### src/rtl/gpnc_pkg.sv
// Shared widths, register indexes and pipeline item types for the gated PID noise canceller.
package gpnc_pkg;

    // Fixed-point format of the gains and width of the integral accumulator.
    localparam int GAIN_FRAC_BITS = 12;
    localparam int ACC_WIDTH      = 40;

    // Datapath widths that follow from the 16-bit samples and gains.
    localparam int SAMPLE_W = 16;
    localparam int GAIN_W   = 16;
    localparam int ERR_W    = SAMPLE_W + 1;
    localparam int DIFF_W   = ERR_W + 1;
    localparam int PROD_W   = ERR_W + GAIN_W;
    localparam int DPROD_W  = DIFF_W + GAIN_W;
    localparam int PD_W     = DPROD_W + 1;
    // Room for accumulator plus the proportional and derivative terms without overflow.
    localparam int TOT_W    = ACC_WIDTH + 2;

    // Configuration register indexes.
    localparam int CFG_IDX_W = 8;
    localparam logic [CFG_IDX_W-1:0] CFG_PROP_GAIN  = 8'd0;
    localparam logic [CFG_IDX_W-1:0] CFG_INTEG_GAIN = 8'd1;
    localparam logic [CFG_IDX_W-1:0] CFG_DERIV_GAIN = 8'd2;
    localparam logic [CFG_IDX_W-1:0] CFG_NOISE_GATE = 8'd3;

    // Register values after reset.
    localparam logic [GAIN_W-1:0] PROP_GAIN_RST  = 16'd1024;
    localparam logic [GAIN_W-1:0] INTEG_GAIN_RST = 16'd0;
    localparam logic [GAIN_W-1:0] DERIV_GAIN_RST = 16'd205;
    localparam logic [GAIN_W-1:0] NOISE_GATE_RST = 16'd500;

    // Accumulator saturation limits.
    localparam logic [ACC_WIDTH-1:0] ACC_MAX = {1'b0, {(ACC_WIDTH-1){1'b1}}};
    localparam logic [ACC_WIDTH-1:0] ACC_MIN = {1'b1, {(ACC_WIDTH-1){1'b0}}};

    // Output clamp limit, symmetric so that negation never wraps.
    localparam logic [SAMPLE_W-1:0] OUT_LIMIT = 16'd32767;

    typedef struct packed {
        logic [GAIN_W-1:0]   prop_gain;
        logic [GAIN_W-1:0]   integ_gain;
        logic [GAIN_W-1:0]   deriv_gain;
        logic [SAMPLE_W-1:0] noise_gate;
    } cfg_t;

    // Error stage item: gate decision, error and change of error.
    typedef struct packed {
        logic              gate_open;
        logic [ERR_W-1:0]  err;
        logic [DIFF_W-1:0] diff;
    } err_item_t;

    // Controller sum item ahead of scaling and clamping.
    typedef struct packed {
        logic             gate_open;
        logic [TOT_W-1:0] total;
    } sum_item_t;

endpackage

### src/rtl/gpnc_cfg.sv
// Configuration register file for gains and noise gate.
module gpnc_cfg (
    input  logic                      clk,
    input  logic                      rst_n,
    input  logic                      cfg_valid,
    output logic                      cfg_ready,
    input  logic [gpnc_pkg::CFG_IDX_W-1:0] cfg_index,
    input  logic [15:0]               cfg_data,
    output gpnc_pkg::cfg_t            cfg
);
    import gpnc_pkg::*;

    cfg_t cfg_reg;

    // Writes are always taken; unknown indexes are dropped.
    assign cfg_ready = 1'b1;
    assign cfg       = cfg_reg;

    always_ff @(posedge clk or negedge rst_n)
    begin
        if (!rst_n)
        begin
            cfg_reg.prop_gain  <= PROP_GAIN_RST;
            cfg_reg.integ_gain <= INTEG_GAIN_RST;
            cfg_reg.deriv_gain <= DERIV_GAIN_RST;
            cfg_reg.noise_gate <= NOISE_GATE_RST;
        end
        else if (cfg_valid)
        begin
            unique case (cfg_index)
                CFG_PROP_GAIN:  cfg_reg.prop_gain  <= cfg_data;
                CFG_INTEG_GAIN: cfg_reg.integ_gain <= cfg_data;
                CFG_DERIV_GAIN: cfg_reg.deriv_gain <= cfg_data;
                CFG_NOISE_GATE: cfg_reg.noise_gate <= cfg_data;
                default:        ;
            endcase
        end
    end

endmodule

### src/rtl/gpnc_err.sv
// Input register, noise gate decision and error computation.
module gpnc_err (
    input  logic                        clk,
    input  logic                        rst_n,
    input  gpnc_pkg::cfg_t              cfg,
    input  logic                        in_valid,
    output logic                        in_ready,
    input  logic [gpnc_pkg::SAMPLE_W-1:0] noise_sample,
    input  logic [gpnc_pkg::SAMPLE_W-1:0] feedback_sample,
    output logic                        out_valid,
    input  logic                        out_ready,
    output gpnc_pkg::err_item_t         out_item
);
    import gpnc_pkg::*;

    logic                in_vld_reg;
    logic [SAMPLE_W-1:0] noise_reg;
    logic [SAMPLE_W-1:0] fb_reg;
    logic                err_vld_reg;
    err_item_t           err_item_reg;
    logic [ERR_W-1:0]    last_error_reg;

    logic                err_ready;
    logic signed [ERR_W-1:0]  noise_ext;
    logic signed [ERR_W-1:0]  fb_ext;
    logic [ERR_W-1:0]         mag;
    logic                     gate_open;
    logic signed [ERR_W-1:0]  err;
    logic signed [DIFF_W-1:0] diff;

    // Each stage moves when it is empty or the next one takes its item.
    assign err_ready = !err_vld_reg || out_ready;
    assign in_ready  = !in_vld_reg || err_ready;
    assign out_valid = err_vld_reg;
    assign out_item  = err_item_reg;

    // Gate on noise magnitude, then error and its change since the last open item.
    always_comb
    begin
        noise_ext = ERR_W'($signed(noise_reg));
        fb_ext    = ERR_W'($signed(fb_reg));
        mag       = noise_ext[ERR_W-1] ? 17'(-noise_ext) : noise_ext;
        gate_open = mag > {1'b0, cfg.noise_gate};
        err       = fb_ext - noise_ext;
        diff      = DIFF_W'(err) - DIFF_W'($signed(last_error_reg));
    end

    always_ff @(posedge clk or negedge rst_n)
    begin
        if (!rst_n)
        begin
            in_vld_reg     <= 1'b0;
            err_vld_reg    <= 1'b0;
            last_error_reg <= '0;
        end
        else
        begin
            if (in_ready)
            begin
                in_vld_reg <= in_valid;
            end
            if (err_ready)
            begin
                err_vld_reg <= in_vld_reg;
            end
            // The previous error only follows items that ran the controller.
            if (in_vld_reg && err_ready && gate_open)
            begin
                last_error_reg <= err;
            end
        end
    end

    // Payload registers.
    always_ff @(posedge clk)
    begin
        if (in_valid && in_ready)
        begin
            noise_reg <= noise_sample;
            fb_reg    <= feedback_sample;
        end
        if (in_vld_reg && err_ready)
        begin
            err_item_reg.gate_open <= gate_open;
            err_item_reg.err       <= err;
            err_item_reg.diff      <= diff;
        end
    end

endmodule

### src/rtl/gpnc_pid.sv
// Gain products, saturating integral accumulator and three-term sum.
module gpnc_pid (
    input  logic                clk,
    input  logic                rst_n,
    input  gpnc_pkg::cfg_t      cfg,
    input  logic                in_valid,
    output logic                in_ready,
    input  gpnc_pkg::err_item_t in_item,
    output logic                out_valid,
    input  logic                out_ready,
    output gpnc_pkg::sum_item_t out_item
);
    import gpnc_pkg::*;

    // Product stage.
    logic               prd_vld_reg;
    logic               prd_open_reg;
    logic [PROD_W-1:0]  pprod_reg;
    logic [PROD_W-1:0]  iprod_reg;
    logic [DPROD_W-1:0] dprod_reg;
    // Accumulate stage.
    logic               acc_vld_reg;
    logic               acc_open_reg;
    logic [ACC_WIDTH-1:0] acc_val_reg;
    logic [PD_W-1:0]    pd_reg;
    // Sum stage.
    logic               sum_vld_reg;
    sum_item_t          sum_item_reg;
    // Controller state.
    logic [ACC_WIDTH-1:0] integ_accum_reg;

    logic prd_ready;
    logic acc_ready;
    logic sum_ready;

    logic signed [PROD_W-1:0]  pprod;
    logic signed [PROD_W-1:0]  iprod;
    logic signed [DPROD_W-1:0] dprod;
    logic signed [ACC_WIDTH:0] acc_sum;
    logic [ACC_WIDTH-1:0]      acc_sat;
    logic signed [PD_W-1:0]    pd_sum;
    logic signed [TOT_W-1:0]   total;

    assign sum_ready = !sum_vld_reg || out_ready;
    assign acc_ready = !acc_vld_reg || sum_ready;
    assign prd_ready = !prd_vld_reg || acc_ready;
    assign in_ready  = prd_ready;
    assign out_valid = sum_vld_reg;
    assign out_item  = sum_item_reg;

    // Three parallel gain multipliers.
    always_comb
    begin
        pprod = PROD_W'($signed(in_item.err)) * PROD_W'($signed(cfg.prop_gain));
        iprod = PROD_W'($signed(in_item.err)) * PROD_W'($signed(cfg.integ_gain));
        dprod = DPROD_W'($signed(in_item.diff)) * DPROD_W'($signed(cfg.deriv_gain));
    end

    // Saturating integral update and proportional plus derivative sum.
    always_comb
    begin
        acc_sum = (ACC_WIDTH+1)'($signed(integ_accum_reg))
                + (ACC_WIDTH+1)'($signed(iprod_reg));
        if (acc_sum[ACC_WIDTH] != acc_sum[ACC_WIDTH-1])
        begin
            acc_sat = acc_sum[ACC_WIDTH] ? ACC_MIN : ACC_MAX;
        end
        else
        begin
            acc_sat = acc_sum[ACC_WIDTH-1:0];
        end
        pd_sum = PD_W'($signed(pprod_reg)) + PD_W'($signed(dprod_reg));
    end

    // Final sum of the three terms.
    assign total = TOT_W'($signed(acc_val_reg)) + TOT_W'($signed(pd_reg));

    always_ff @(posedge clk or negedge rst_n)
    begin
        if (!rst_n)
        begin
            prd_vld_reg     <= 1'b0;
            acc_vld_reg     <= 1'b0;
            sum_vld_reg     <= 1'b0;
            integ_accum_reg <= '0;
        end
        else
        begin
            if (prd_ready)
            begin
                prd_vld_reg <= in_valid;
            end
            if (acc_ready)
            begin
                acc_vld_reg <= prd_vld_reg;
            end
            if (sum_ready)
            begin
                sum_vld_reg <= acc_vld_reg;
            end
            // The accumulator advances once for each item that ran the controller.
            if (prd_vld_reg && acc_ready && prd_open_reg)
            begin
                integ_accum_reg <= acc_sat;
            end
        end
    end

    // Payload registers.
    always_ff @(posedge clk)
    begin
        if (in_valid && prd_ready)
        begin
            prd_open_reg <= in_item.gate_open;
            pprod_reg    <= pprod;
            iprod_reg    <= iprod;
            dprod_reg    <= dprod;
        end
        if (prd_vld_reg && acc_ready)
        begin
            acc_open_reg <= prd_open_reg;
            acc_val_reg  <= acc_sat;
            pd_reg       <= pd_sum;
        end
        if (acc_vld_reg && sum_ready)
        begin
            sum_item_reg.gate_open <= acc_open_reg;
            sum_item_reg.total     <= total;
        end
    end

endmodule

### src/rtl/gpnc_out.sv
// Scaling toward zero, symmetric clamp, negation and the output register.
module gpnc_out (
    input  logic                       clk,
    input  logic                       rst_n,
    input  logic                       in_valid,
    output logic                       in_ready,
    input  gpnc_pkg::sum_item_t        in_item,
    output logic                       out_valid,
    input  logic                       out_ready,
    output logic [gpnc_pkg::SAMPLE_W-1:0] drive_sample,
    output logic                       gate_open
);
    import gpnc_pkg::*;

    localparam logic [TOT_W-1:0] ROUND_BIAS = TOT_W'((1 << GAIN_FRAC_BITS) - 1);
    localparam logic signed [TOT_W-1:0] OUT_MAX = TOT_W'(OUT_LIMIT);
    localparam logic signed [TOT_W-1:0] OUT_MIN = -OUT_MAX;

    logic                  out_vld_reg;
    logic [SAMPLE_W-1:0]   drive_reg;
    logic                  open_reg;

    logic signed [TOT_W-1:0]    adj;
    logic signed [TOT_W-1:0]    quot;
    logic signed [SAMPLE_W-1:0] clamped;
    logic [SAMPLE_W-1:0]        drive;

    assign in_ready     = !out_vld_reg || out_ready;
    assign out_valid    = out_vld_reg;
    assign drive_sample = drive_reg;
    assign gate_open    = open_reg;

    // Divide by the gain scale with truncation toward zero, clamp and negate; a gated item drives zero.
    always_comb
    begin
        adj = $signed(in_item.total)
            + (in_item.total[TOT_W-1] ? $signed(ROUND_BIAS) : $signed(TOT_W'(0)));
        quot = adj >>> GAIN_FRAC_BITS;
        if (quot > OUT_MAX)
        begin
            clamped = $signed(OUT_LIMIT);
        end
        else if (quot < OUT_MIN)
        begin
            clamped = -$signed(OUT_LIMIT);
        end
        else
        begin
            clamped = quot[SAMPLE_W-1:0];
        end
        drive = in_item.gate_open ? SAMPLE_W'(-clamped) : '0;
    end

    always_ff @(posedge clk or negedge rst_n)
    begin
        if (!rst_n)
        begin
            out_vld_reg <= 1'b0;
        end
        else if (in_ready)
        begin
            out_vld_reg <= in_valid;
        end
    end

    // Payload registers.
    always_ff @(posedge clk)
    begin
        if (in_valid && in_ready)
        begin
            drive_reg <= drive;
            open_reg  <= in_item.gate_open;
        end
    end

endmodule

### src/rtl/gated_pid_noise_canceller.sv
// Top level of the gated PID noise canceller.
//
// Usage:
//   The slave stream takes one stereo frame per item: tdata holds the noise
//   reference sample in bits 15:0 and the feedback microphone sample in 31:16.
//   The master stream gives one result per frame: tdata holds the signed
//   speaker drive sample, which feeds both speaker channels, and tuser holds
//   the gate flag (1 when the controller ran, 0 when the frame was gated and
//   the drive is silence).
//   The configuration channel writes one of four registers per cycle and is
//   always ready: 0 proportional gain, 1 integral gain, 2 derivative gain
//   (all signed Q4.12) and 3 noise gate. Other indexes are ignored. Write it
//   only while no frame is in flight.
//   A result passes the six pipeline registers (input, error, products,
//   accumulate, sum, output) in that order, each holding one item. Throughput
//   is one frame per cycle while the master side does not stall.
//   Reset clears the gains to their defaults, the previous error and the
//   integral accumulator to zero, and empties the pipeline.
//   When the receiver stalls, items collect in the pipeline and the slave
//   side keeps accepting until every stage is full.
module gated_pid_noise_canceller (
    input  logic        clk,
    input  logic        rst_n,
    // Slave stream: [15:0] noise_sample, [31:16] feedback_sample.
    input  logic        s_axis_tvalid,
    output logic        s_axis_tready,
    input  logic [31:0] s_axis_tdata,
    // Master stream.
    output logic        m_axis_tvalid,
    input  logic        m_axis_tready,
    // [15:0] drive_sample.
    output logic [15:0] m_axis_tdata,
    // [0] gate_open.
    output logic        m_axis_tuser,
    // Configuration writes.
    input  logic        cfg_valid,
    output logic        cfg_ready,
    input  logic [gpnc_pkg::CFG_IDX_W-1:0] cfg_index,
    input  logic [15:0] cfg_data
);
    import gpnc_pkg::*;

    cfg_t      cfg;
    logic      err_valid;
    logic      err_ready;
    err_item_t err_item;
    logic      sum_valid;
    logic      sum_ready;
    sum_item_t sum_item;

    // Register file.
    gpnc_cfg u_cfg (
        .clk       (clk),
        .rst_n     (rst_n),
        .cfg_valid (cfg_valid),
        .cfg_ready (cfg_ready),
        .cfg_index (cfg_index),
        .cfg_data  (cfg_data),
        .cfg       (cfg)
    );

    // Gate decision and error.
    gpnc_err u_err (
        .clk             (clk),
        .rst_n           (rst_n),
        .cfg             (cfg),
        .in_valid        (s_axis_tvalid),
        .in_ready        (s_axis_tready),
        .noise_sample    (s_axis_tdata[15:0]),
        .feedback_sample (s_axis_tdata[31:16]),
        .out_valid       (err_valid),
        .out_ready       (err_ready),
        .out_item        (err_item)
    );

    // Controller terms and integral state.
    gpnc_pid u_pid (
        .clk       (clk),
        .rst_n     (rst_n),
        .cfg       (cfg),
        .in_valid  (err_valid),
        .in_ready  (err_ready),
        .in_item   (err_item),
        .out_valid (sum_valid),
        .out_ready (sum_ready),
        .out_item  (sum_item)
    );

    // Scaling, clamp and output register.
    gpnc_out u_out (
        .clk          (clk),
        .rst_n        (rst_n),
        .in_valid     (sum_valid),
        .in_ready     (sum_ready),
        .in_item      (sum_item),
        .out_valid    (m_axis_tvalid),
        .out_ready    (m_axis_tready),
        .drive_sample (m_axis_tdata),
        .gate_open    (m_axis_tuser)
    );

endmodule
### config.mk
export PLATFORM = sky130hd
export DESIGN_NAME = gated_pid_noise_canceller
export DESIGN_NICKNAME = d
export VERILOG_FILES = /design/src/rtl/gpnc_pkg.sv /design/src/rtl/gpnc_cfg.sv /design/src/rtl/gpnc_err.sv /design/src/rtl/gpnc_pid.sv /design/src/rtl/gpnc_out.sv /design/src/rtl/gated_pid_noise_canceller.sv
export SDC_FILE = /design/constraint.sdc
export NUM_CORES = 2
export LEC_CHECK = 0
export BUFFER_PORTS_ARGS = -buffer_cell sky130_fd_sc_hd__buf_2
export CORE_UTILIZATION = 60
export DETAILED_ROUTE_END_ITERATION = 8
export GPL_TIMING_DRIVEN = 0
export PLACE_DENSITY_LB_ADDON = 0.25
export SLEW_MARGIN = 20
export SYNTH_ARGS = -nofsm -noshare
export SYNTH_HDL_FRONTEND = slang
export SYNTH_SLANG_ARGS = --single-unit
export TNS_END_PERCENT = 30
### constraint.sdc
create_clock -name clk -period 11.7 [get_ports clk]
set_input_delay 0.585 -clock clk [delete_from_list [all_inputs] [get_ports clk]]
set_output_delay 0.585 -clock clk [all_outputs]
set_load 0.03 [all_outputs]
; ---- Word-level counts from Yosys, hierarchy flattened
; Cells that the tools add are included.
; W data, S select, Z words.
[op_classes]
add_sub_neg = 8
multipliers = 3
order_cmp = 3
n_eq_ne = 4
mux = 6
reduce_logical = 25
[ops]
columns = op, n
row1 = $mux W40, 2
row2 = $mul A17 B16 Y33, 2
row3 = $add A42 B13 Y42, 1
row4 = $add A40 B33 Y41, 1
row5 = $add A40 B35 Y41, 1
row6 = $add A33 B34 Y35, 1
row7 = $mul A18 B16 Y34, 1
row8 = $mux W16, 2
row9 = $gt A30 B16 Y1 const B, 1
row10 = $lt A30 B16 Y1 const B, 1
row11 = $sub A17 B17 Y18, 1
row12 = $gt A17 B16 Y1, 1
row13 = $mux W17, 1
row14 = $neg A16 Y17, 1
row15 = $sub A16 B16 Y17, 1
row16 = $eq A8 B2 Y1 const B, 2
row17 = $neg A16 Y16, 1
row18 = $mux W12, 1
row19 = $eq A8 B1 Y1 const B, 1
row20 = $logic_and A1 B1 Y1, 8
row21 = $logic_not A8 Y1, 1
row22 = $reduce_and A2 Y1, 4
row23 = $logic_not A1 Y1, 6
row24 = $logic_or A1 B1 Y1, 6
row25 = $ne A1 B1 Y1, 1
[totals]
regBits = 432
input_bits = 61
out_inout_bits = 20
wordCells = 77

; ---- Longest topological paths before layout
[depth]
word_depth = 8
ltp_mapped = 26
depth_no_buf = 25

; ---- Hierarchy
; From an unflattened synthesis, not the netlist that was laid out.
[unflattened]
cells_unflattened = 5643
area_unflattened_um2 = 55796.0
[by_module_without_submodules]
columns = mod, instances, cells_each, area_per_inst_um2, seq_area_each_um2
row1 = gpnc_pid, 1, 4711, 45646.3, 7652.3
row2 = gpnc_err, 1, 468, 5170.0, 2517.4
row3 = gpnc_cfg, 1, 142, 2501.1, 1616.6
row4 = gpnc_out, 1, 322, 2478.6, 535.5

; ---- Worst setup path after synthesis
; OpenSTA, ideal clock, no wires.
[synth_path]
path_kind = register -> register
startpoint = reg u_cfg.cfg_reg (netlist bit u_cfg.cfg[41])
endpoint = reg u_pid.iprod_reg[32] (data pin)
setup_ns = 0.259
t_arrival_ns = 6.633
required_time_ns = 11.441
setup_slack_ns = 4.808
stages_incl_launch_ff = 26
n_path_buf = 2
synth_period_minus_slack_ns = 6.892
cell_sequence = dfrtp_1 > clkbuf_1 > clkbuf_1 > nand2_1 > fa_1 > inv_1 > fa_1 > inv_1 > fa_1 > inv_1 > fa_1 > fa_1 > inv_1 > fa_1 > inv_1 > ha_1 > o21a_1 > o21a_1 > a31o_2 > nor3_1 > o31ai_1 > a21o_1 > nor3b_1 > a2111oi_0 > a21oi_1 > xnor2_1
[synth_via]
elab_chain_len = 1
[synth_lines]
columns = item, line
row1 = from (decl), gpnc_cfg.sv:13  ; cfg_t cfg_reg;
row2 = $mul A17 B16 Y33, gpnc_pid.sv:55  ; iprod = PROD_W'($signed(in_item.err)) * PROD_W'($signed(cfg.integ_gain));
row3 = named net u_pid.iprod[32], gpnc_pid.sv:37  ; logic signed [PROD_W-1:0] iprod;
row4 = to (signal assigned), gpnc_pid.sv:116  ; iprod_reg <= iprod;
row5 = to (decl), gpnc_pid.sv:19  ; logic [PROD_W-1:0] iprod_reg;
; The timed path passes the listed nets, and every way through them passes these cells.
; A chain may end at the register's enable or synchronous reset.

; ---- Worst setup path in the final report
[layout_path]
startpoint = reg u_cfg.cfg_reg (netlist bit u_cfg.cfg[40])
endpoint = reg u_pid.iprod_reg[32] (data pin)
; The elaborated chain is that of the path after synthesis.

==> key figures <==
Logic synthesis
  • Asr flop ratio synth: 0.295
  • Top FF cell, synth: edfxtp_1
  • Post-synth EDFFs: 304
  • Synth warn: 0
  • Syn Nets: 6915
  • Mapped cell area: 55300 sq um
  • Synth Instances: 5577
  • Netlist cell types: 96
  • Sequential area share after synthesis: 0.223
  • Avg Cell Area, Syn: 9.91 sq um
  • Yosys reg bits: 431

Clock network
  • Root buf cell: clkbuf_16
  • Sink Count: 431
  • Post-CTS Resized: 0
  • Num CTS Buffers: 50
  • Clock transition at path regs: 0.06 ns
  • Setup Fix Bufs, Post-CTS: 0
  • Htree depth: 2
  • Post-CTS Hold Buffers: 1
  • Worst skew pair latency: 0.66 ns
  • Clock tree buffer depth: 3
  • CTS tree: yes

STA
  • Final worst-path cycle share: 0.734
  • Fin. Hold Viols: 0
  • Final setup vio count: 0
  • Fmax achieved: 116 MHz
  • Max-slew violations: 0
  • Slew headroom: 0.235
  • Post-Route Setup TNS: 0 ns
  • Min cycle time layout: 8.59 ns
  • Worst Skew: 0.0455 ns
  • Worst slew pin tran: 1.15 ns
  • Unrepaired setup endpoints after global routing: no

Global routing
  • First-pass GRT wire length: 225 mm
  • Vias in the first global route: 40800
  • Gr ovfl total: 0
  • Initial antenna violation count: 5
  • GRT Resource Usage Total: 0.312
  • Largest net degree at the start of global routing: 85

Setup path
  • Endpoint class of the critical path: flip-flop
  • Critical Path RT: 12.03 ns
  • Critical-path maximum fanout: 10
  • Critical Path AT: 8.92 ns
  • Cell mode on critical path: fa_1
  • Slowest-stage cell, CP: xnor2_1
  • Bufs and invs on worst path: 7
  • Crit start category: flip-flop
  • Crit Path Category: flip-flop to flip-flop
  • CP peak stage delay: 0.69 ns
  • Top delay family on crit path: adder cells

Final layout
  • Layout fillers: 7363
  • Synth-to-layout area growth: 6.82%
  • Design area: 59100 sq um
  • Max reg flops: 64
  • Final net count: 7053
  • Share of cells above drive strength 1: 0.0622

Die
  • Core ar.: 90700 sq um
  • Row count: 110
  • Num ports: 81
  • Starting Density: 0.610
  • Die area: 93400 sq um
  • Die W: 306 um
  • Die Ht: 306 um

Placement
  • Port Buffer Count: 79
  • Routability-driven placement congestion ratio: 0.978
  • Cell Area, Placed: 57300 sq um
  • Post-DP HPWL: 116 mm

Routing
  • Final antenna-violating net count: 0
  • Routed WL: 140 mm
  • Drt via density: 5.71
  • Pre-antenna DRT Iters: 6
  • Starting DRT DRC Count: 3072
  • Avg WL per Cell: 20.2 um
  • Routed via count: 39600
  • # DRC: 0

Pwr
  • VDD IR max: 0.182 mV
  • Pwr Density: 208 nW/um^2
  • Leakage: 28.7 nW

Flow run
  • Max_cap viols: 0

Worst hold path
  • Worst min-delay path category: primary input to flip-flop

Outcome
  • Status: completed
-- report_power, final --
part           switching (mW)  total (mW)  internal [mW]
Combinational            4.69        7.63           2.94
Clock                   0.686        1.59          0.904
Sequential              0.487        3.09           2.60
-- worst paths after layout --
check | from | to | slack [ns] | cells past startpoint
min in group asynchronous | rst_n | u_pid.prd_vld_reg | 0.44 | 2
min reg2reg | u_pid.acc_open_reg | u_pid.out_item[42] | 0.44 | 0
min | s_axis_tdata[16] | u_err.fb_reg[0] | 0.12 | 1
max | u_cfg.cfg[40] | u_pid.iprod_reg[32] | 3.11 | 25
max reg2reg | u_cfg.cfg[40] | u_pid.iprod_reg[32] | 3.11 | 25
max in group asynchronous | rst_n | u_cfg.cfg[16] | 10.34 | 3
-- cells in the mapped netlist, types with 7 or more instances --
cell type	n	area [sq um]
a2111oi_0	14	123
a211o_1	14	123
a211oi_1	24	180
a21boi_0	10	75.1
a21o_1	114	856
a21oi_1	233	1170
a31o_2	11	96.3
a31oi_1	20	125
a41oi_1	7	61.3
and2_1	416	2600
and3_1	41	257
and4_1	7	61.3
clkbuf_1	164	616
dfrtp_1	115	2880
dfstp_2	12	315
edfxtp_1	304	9130
fa_1	847	17000
ha_1	430	5380
inv_1	1076	4040
maj3_2	16	180
mux2_2	100	1130
nand2_1	531	1990
nand2b_1	37	231
nand3_1	56	280
nand3b_1	9	67.6
nand4_1	24	150
nor2_1	215	807
nor2b_1	23	144
nor3_1	61	305
nor4_1	10	62.6
o2111ai_1	7	61.3
o211ai_1	15	113
o21a_1	43	323
o21ai_0	126	631
o21bai_1	28	210
o31ai_1	25	188
or2_2	10	62.6
or3_1	21	131
xnor2_1	190	1660
xor2_1	56	490
-- stage by stage --
step | setup slack [ns] | instances | power (mW) | hold WS [ns] | util
2_1_floorplan | 4.81 | 5577 | 8.35 | 0.289 | -
3_3_place_gp | 2.66 | 6832 | 10.5 | 0.405 | 0.630
3_5_place_dp | 3.18 | 6838 | 10.6 | 0.430 | 0.632
4_1_cts | 3.18 | 6932 | 12.3 | 0.0940 | 0.651
5_1_grt | 2.78 | 6932 | 13.3 | 0.105 | 0.651
6_report | 3.11 | 6933 | 12.3 | 0.121 | 0.651
-- layout make-up --
class / instances / area [sq um] / share of cell area
Timing Repair Buffer: 86 / 573 / 0.00970
Clock buffer: 57 / 1300 / 0.0220
Clock inverter: 36 / 398 / 0.00674
Buffer: 178 / 701 / 0.0119
Inverter: 1076 / 4040 / 0.0684
Tap cell: 1176 / 1470 / 0.0249
Multi-Input combinational cell: 3892 / 38300 / 0.648
Sequential cell: 431 / 12300 / 0.209
Antenna cell: 1 / 2.50 / 0.0000424
-- layer usage --
layer,wire (um),track usage,share of wire
met5,25,0,0.00018
met2,65000,0.506,0.46
met1,58500,0.423,0.42
met4,6450,0.127,0.046
met3,9980,0.0475,0.071
-- worst reg2reg max path: stages, from the launching register on --
cell	delay (ns)
dfrtp_1	0.32
clkbuf_1	0.46
clkbuf_1	0.51
nand2_1	0.19
fa_1	0.54
inv_1	0.05
fa_1	0.49
inv_1	0.05
fa_1	0.48
inv_1	0.06
fa_1	0.50
fa_1	0.54
inv_1	0.06
fa_1	0.53
inv_1	0.04
ha_1	0.34
o21a_1	0.23
o21a_1	0.21
a31o_2	0.25
nor3_1	0.30
o31ai_1	0.20
a21o_1	0.26
nor3b_1	0.16
a2111oi_0	0.63
a21oi_1	0.19
xnor2_1	0.69
-- kinds of logic (layout without fill, tap and decap cells) --
logic type                 after synthesis  after routing  synth area share
AOI/OAI and AO/OA                      755            755            0.0890
xor gates and xnor gates               247            247            0.0393
adders and majority gates             1297           1297             0.408
buffers and inverters                 1254           1433            0.0857
DFF                                    431            431             0.223
muxes                                  104            104            0.0211
other                                    1              2         0.0000678
and+or+nand+nor                       1488           1488             0.134
-- layout by cell type, fill, tap and decap left out, types with 56 or more instances in the layout --
| cell type | count |
|---|---|
| dfrtp_1 | 115 |
| nand2_1 | 531 |
| buf_2 | 83 |
| nand3_1 | 56 |
| mux2_2 | 100 |
| a21oi_1 | 233 |
| nor3_1 | 61 |
| edfxtp_1 | 304 |
| clkbuf_1 | 169 |
| and2_1 | 413 |
| nor2_1 | 215 |
| xnor2_1 | 190 |
| inv_1 | 1075 |
| a21o_1 | 114 |
| o21ai_0 | 126 |
| fa_1 | 847 |
| ha_1 | 430 |
| xor2_1 | 56 |
Power figures use the tool's default switching activity.
